===== src/hdl/rcc_pkg.sv =====
// Shared types, codes and constants of the roaring container checker.
`timescale 1ns / 1ps
package rcc_pkg;

  localparam int DATA_W = 16;
  localparam int CNT_W = 12;
  localparam int OFFS_W = 8;
  localparam int WIDX_W = 13;
  localparam int END_W = DATA_W + 1;
  localparam int CFG_IDX_W = 2;

  localparam int CONT_SPAN = 2048;
  localparam int NUM_SEGS = 8;
  localparam int ARRAY_THRESHOLD = 8;
  localparam int RUN_THRESHOLD = 4;
  localparam int MAX_ARRAY_ENTRIES = 248;
  localparam int MAX_RUNS = 124;
  localparam int SIZE_RESET = 2048;

  typedef enum logic [2:0] {
    ST_OK     = 3'd0,
    ST_COUNT  = 3'd1,
    ST_NO_SEG = 3'd2,
    ST_ORDER  = 3'd3,
    ST_RUN    = 3'd4,
    ST_CARD   = 3'd5
  } status_t;

  typedef enum logic [CFG_IDX_W-1:0] {
    CFG_KIND    = 2'd0,
    CFG_ENTRIES = 2'd1,
    CFG_SIZE    = 2'd2
  } cfg_idx_t;

  typedef enum logic [2:0] {
    S_IDLE,
    S_CLEAR,
    S_WORK,
    S_FETCH,
    S_SCAN,
    S_CHECK,
    S_EMIT
  } state_t;

  typedef struct packed {
    logic              is_run;
    logic              nz;
    logic              last;
    logic [END_W-1:0]  value;
    logic [DATA_W-1:0] prev;
    logic [DATA_W-1:0] pending;
    logic [CNT_W-1:0]  csize;
  } chk_req_t;

  typedef struct packed {
    logic              emit;
    logic [DATA_W-1:0] first;
    logic [DATA_W-1:0] run_end;
    status_t           status;
    logic              last;
  } chk_res_t;

endpackage


===== src/hdl/rcc_check.sv =====
// Order, range and overlap check of one decoded array value or run.
`timescale 1ns / 1ps
module rcc_check (
  input  rcc_pkg::chk_req_t req,
  output rcc_pkg::chk_res_t res
);
  import rcc_pkg::*;

  logic [DATA_W-1:0] v;
  logic [END_W-1:0]  lim;
  logic              terminal;
  logic              bad;

  always_comb begin
    v = req.value[DATA_W-1:0];
    lim = {{(END_W-CNT_W){1'b0}}, req.csize};
    terminal = 1'b0;
    bad = 1'b0;
    res.emit = 1'b1;
    if (!req.is_run) begin
      bad = (req.nz && (v <= req.prev)) || ({{(DATA_W-CNT_W){1'b0}}, req.csize} <= v);
      res.first = v;
      res.run_end = '0;
      res.status = bad ? ST_ORDER : ST_OK;
      res.last = bad | req.last;
    end else begin
      // the final run may end one past the container
      terminal = req.last && (req.value == lim + END_W'(1));
      bad = (req.nz && (req.pending < req.prev)) ||
            (req.value <= {1'b0, req.pending}) ||
            ((req.value > lim) && !terminal);
      res.first = req.pending;
      res.run_end = req.value[DATA_W-1:0];
      res.status = bad ? ST_RUN : ST_OK;
      res.last = bad | req.last;
    end
  end

endmodule


===== config.mk =====
export PLATFORM = sky130hd
export DESIGN_NAME = rcc_check
export DESIGN_NICKNAME = d
export VERILOG_FILES = /design/src/hdl/rcc_pkg.sv /design/src/hdl/rcc_check.sv
export SDC_FILE = /design/constraint.sdc
export NUM_CORES = 1
export LEC_CHECK = 0
export ABC_AREA = 1
export BUFFER_PORTS_ARGS = -buffer_cell sky130_fd_sc_hd__buf_2
export CAP_MARGIN = 25
export CORE_UTILIZATION = 57
export DETAILED_ROUTE_END_ITERATION = 8
export GPL_TIMING_DRIVEN = 0
export PLACE_DENSITY = 0.91
export SYNTH_ARGS = -nofsm -noshare
export SYNTH_HDL_FRONTEND = slang
export SYNTH_SLANG_ARGS = --single-unit

===== constraint.sdc =====
create_clock -name vclk -period 4.1
set_input_delay 0.41 -clock vclk [all_inputs]
set_output_delay 0.41 -clock vclk [all_outputs]
set_load 0.02 [all_outputs]

## Word-level counts from Yosys, hierarchy flattened

Index checks and enable logic that the tools add are counted.

| storage, ports and cells | value |
|---|---|
| register bits | 0 |
| latch bits | 0 |
| bits in writable memories | 0 |
| bits in read-only memories | 0 |
| input port bits | 64 |
| logic and storage cells | 20 |
| memories | 0 |

| operators by class | value |
|---|---|
| add/subtract/negate cells | 1 |
| multiply operators | 0 |
| div/mod/pow operators | 0 |
| $lt $le $gt $ge | 5 |
| equal/unequal tests | 1 |
| shift-type cells | 0 |
| mux-type cells | 3 |
| bitwise gates (word level) | 2 |
| reduce and logical (&&, ||, !) cells | 8 |

Operators with widths:

| operator | number |
|---|---|
| 36-bit two-way mux | 1 |
| 17-bit by 13-bit == test with 1-bit output | 1 |
| 17-bit by 12-bit greater-than comparator with 1-bit output | 1 |
| 17-bit by 16-bit <= comparator with 1-bit output | 1 |
| 12-bit by 16-bit <= comparator with 1-bit output | 1 |
| 16-bit <= comparator | 1 |
| 16-bit < comparator | 1 |
| 12-bit by 1-bit adder with 13-bit output, second input constant | 1 |
| 1-bit logical AND | 4 |
| 1-bit logical OR | 3 |
| 3-bit two-way mux | 1 |
| 2-bit two-way mux | 1 |
| 1-bit OR | 2 |
| 1-bit logical NOT | 1 |

## Depth between registers and ports, before layout

| depth | value |
|---|---|
| depth after elaboration | 8 |
| depth in mapped cells | 17 |

## Worst setup path before layout

OpenSTA, ideal clock, no wires.

| timing path | value |
|---|---|
| kind | input to output |
| from | in req[43] (netlist bit) |
| to | out res[0] (netlist bit) |
| arrival | 1.971 ns |
| data required time | 3.690 ns |
| path slack | 1.719 ns |
| cell stages on the path | 10 |
| path buffers | 0 |
| path through | inv_1 > ha_1 > nand2_1 > nor4_2 > nand3_1 > nand2_1 > nand2_1 > a21oi_1 > nor2_1 > nand2_1 |

RTL lines:

| what | line | RTL |
|---|---|---|
| start, declared | rcc_check.sv:4 | `input rcc_pkg::chk_req_t req,` |
| end, declared | rcc_check.sv:5 | `output rcc_pkg::chk_res_t res` |

==> reports/qor.csv <==
metric,value,unit
rsz0062_at_grt,false,
end_kind,output pin,
syn-cell-area,2680,µm²
yosysSeqAreaShare,0,%
synth.avg_cell_area,5.59,µm²
intPower,131,µW
ys.warnings.count,0,
p_comb_share,100.0,%
grt_overflow,0,
ir_drop,0.0667,mV
critical_path_arrival,2.21,ns
path_common_cell,a21oi_1,
hp-class,primary input to output pin,
grt_max_degree,11,
layout_common_cells,"140 x nand2_1, 106 x inv_1, 99 x buf_2, 72 x ha_1, 43 x nor2_1",
grtUsageTotal,30.7,%
fin_setup_tns,0,ns
crit_slowest_cell,ha_1,
routed_wl,7750,µm
clkPwrFrac,0,%
layoutNonFillerInstCount,631,
vias,3283,
status,"complete, but fails checks",
via_per_inst,5.20,
die_h,70.6,µm
die_w,70.6,µm
grt_pass1_wl,12800,µm
crit_chain,buf_2 > inv_1 > ha_1 > a21oi_1 > nor2_1 > nor3_1 > nand2_1 > a21oi_1 > nor2_1 > a21oi_1 > buf_4 > buf_2,
leakagePower,2.20,nW
cts_hold_buf,0,
p_seq_share,0,%
layout-drive-gt1-share,19.3,%
start_kind,primary input,
post_synth_num_cell_types,30,
dp.cells,631,
synthesis.nets,616,
register_area,0,µm²
initial_utilization,60.3,%
antenna_found_initial,0,
period_share,63.9,%
core,4440,µm²
setup_viol,0,
slew_viol_final,0,
numSequentialCells,0,
hold_depth,4,
switching_share,62.1,%
worst-path-buf-inv,4,
n_clock_buffer,0,
dieArea,4980,µm²
final_area,3240,µm²
hold_viol,0,
final_common_cell,nand2_1,
hpwlAfterDp,6760,µm
routabilityCongestion,0.901,
tightest_slew,0.574,ns
first_pass_iters,6,
routedWlPerCell,12.3,µm
p_per_area,106,nW/µm²
worstPathRequired,3.69,ns
cts_setup_buffers,0,
post_cts_resized,0,
power_switching,214,µW
ioPinCount,101,
num_rows,24,
fin_util,72.9,%
diodes,0,
synthCells,480,
finalCriticalPeriod,2.62,ns
crit_family,compound AO/OA/AOI/OAI gates,
dpl_cell_area,3240,µm²
grt_pass1_vias,3015,
io_buffers,99,
maxSlewHeadroom,61.7,%
path_class,primary input to output pin,
violations,DRC,
crit_fanout,7,
drc_errors,4,
crit_cells,12,
area_delta_synth_final,20.9,%
max_cap_viol_count,0,
fmax,381,MHz
power,345,µW
nets,717,
slowest_delay,0.32,ns
drt_iter0_drc,202,
ant_nets,0,
## kinds of logic (layout without fill, tap and decap cells)
group | count (synthesis) | count (layout) | synth area share [%]
adders and majority gates | 72 | 72 | 33.6
and+or+nand+nor | 225 | 225 | 35.2
buffers and inverters | 115 | 214 | 16.5
other | 1 | 1 | 0.140
AOI/OAI and AO/OA | 60 | 60 | 12.2
xor gates and xnor gates | 7 | 7 | 2.29
## power by group through the flow
stage	clock network [mW]	logic, mW	registers [mW]
2_1_floorplan	0	0.218	0
3_3_place_gp	0	0.326	0
3_5_place_dp	0	0.341	0
4_1_cts	0	0.342	0
5_1_grt	0	0.388	0
6_report	0	0.345	0
## cells in the mapped netlist
master / count / area [µm²]
a41oi_1: 1 / 8.76
clkbuf_1: 4 / 15.0
nor2_2: 1 / 6.26
nand2_1: 140 / 526
nand3b_1: 2 / 15.0
inv_1: 106 / 398
nor2_4: 1 / 11.3
o21a_1: 5 / 37.5
xor2_1: 3 / 26.3
a31oi_1: 1 / 6.26
o21ai_1: 1 / 5.00
nor2_1: 43 / 161
nand3_2: 2 / 20.0
o211ai_1: 1 / 7.51
ha_1: 72 / 901
xnor2_1: 4 / 35.0
inv_2: 2 / 7.51
nor4_1: 1 / 6.26
nor4_2: 1 / 12.5
buf_4: 3 / 22.5
nand4_1: 5 / 31.3
nand3_1: 22 / 110
a21oi_1: 29 / 145
o21bai_1: 2 / 15.0
a211oi_1: 1 / 7.51
o21ai_0: 19 / 95.1
nor3_1: 4 / 20.0
nand2_2: 2 / 12.5
nand4_2: 1 / 12.5
conb_1: 1 / 3.75
## layer usage
metal	vias to the layer above	track usage (%)	part of all wire, %
met5	-	0	0
met4	0	7.11	2.2
met3	20	0.997	5.7
met2	114	59.8	50
met1	1442	37.2	42
li1	1707	-	-
## worst min-delay path, stage by stage
cell and delay (ns):
buf_2 0.10, nor2_1 0.05, nand2_1 0.05, buf_2 0.15
## final cells by class
cell class	count	area (µm²)
multi-input combinational	365	2240
buffer	7	37.5
fill	393	1200
inverter	108	405
timing repair buffer	99	495
tap	52	65.1
## final timing paths
path,to,start
setup / recovery,res[2],req[5]
hold / removal,res[0],req[61]
## per-stage QoR
| stage | setup WS [ns] | hold WS [ns] |
|---|---|---|
| 5_1_grt | 1.36 | 1.19 |
| 3_5_place_dp | 1.51 | 1.16 |
| 6_report | 1.48 | 1.17 |
| 3_3_place_gp | 1.56 | 1.16 |
| 4_1_cts | 1.51 | 1.16 |
| 2_1_floorplan | 1.72 | 0.942 |
Note: power is estimated with default switching activity, not from simulation.
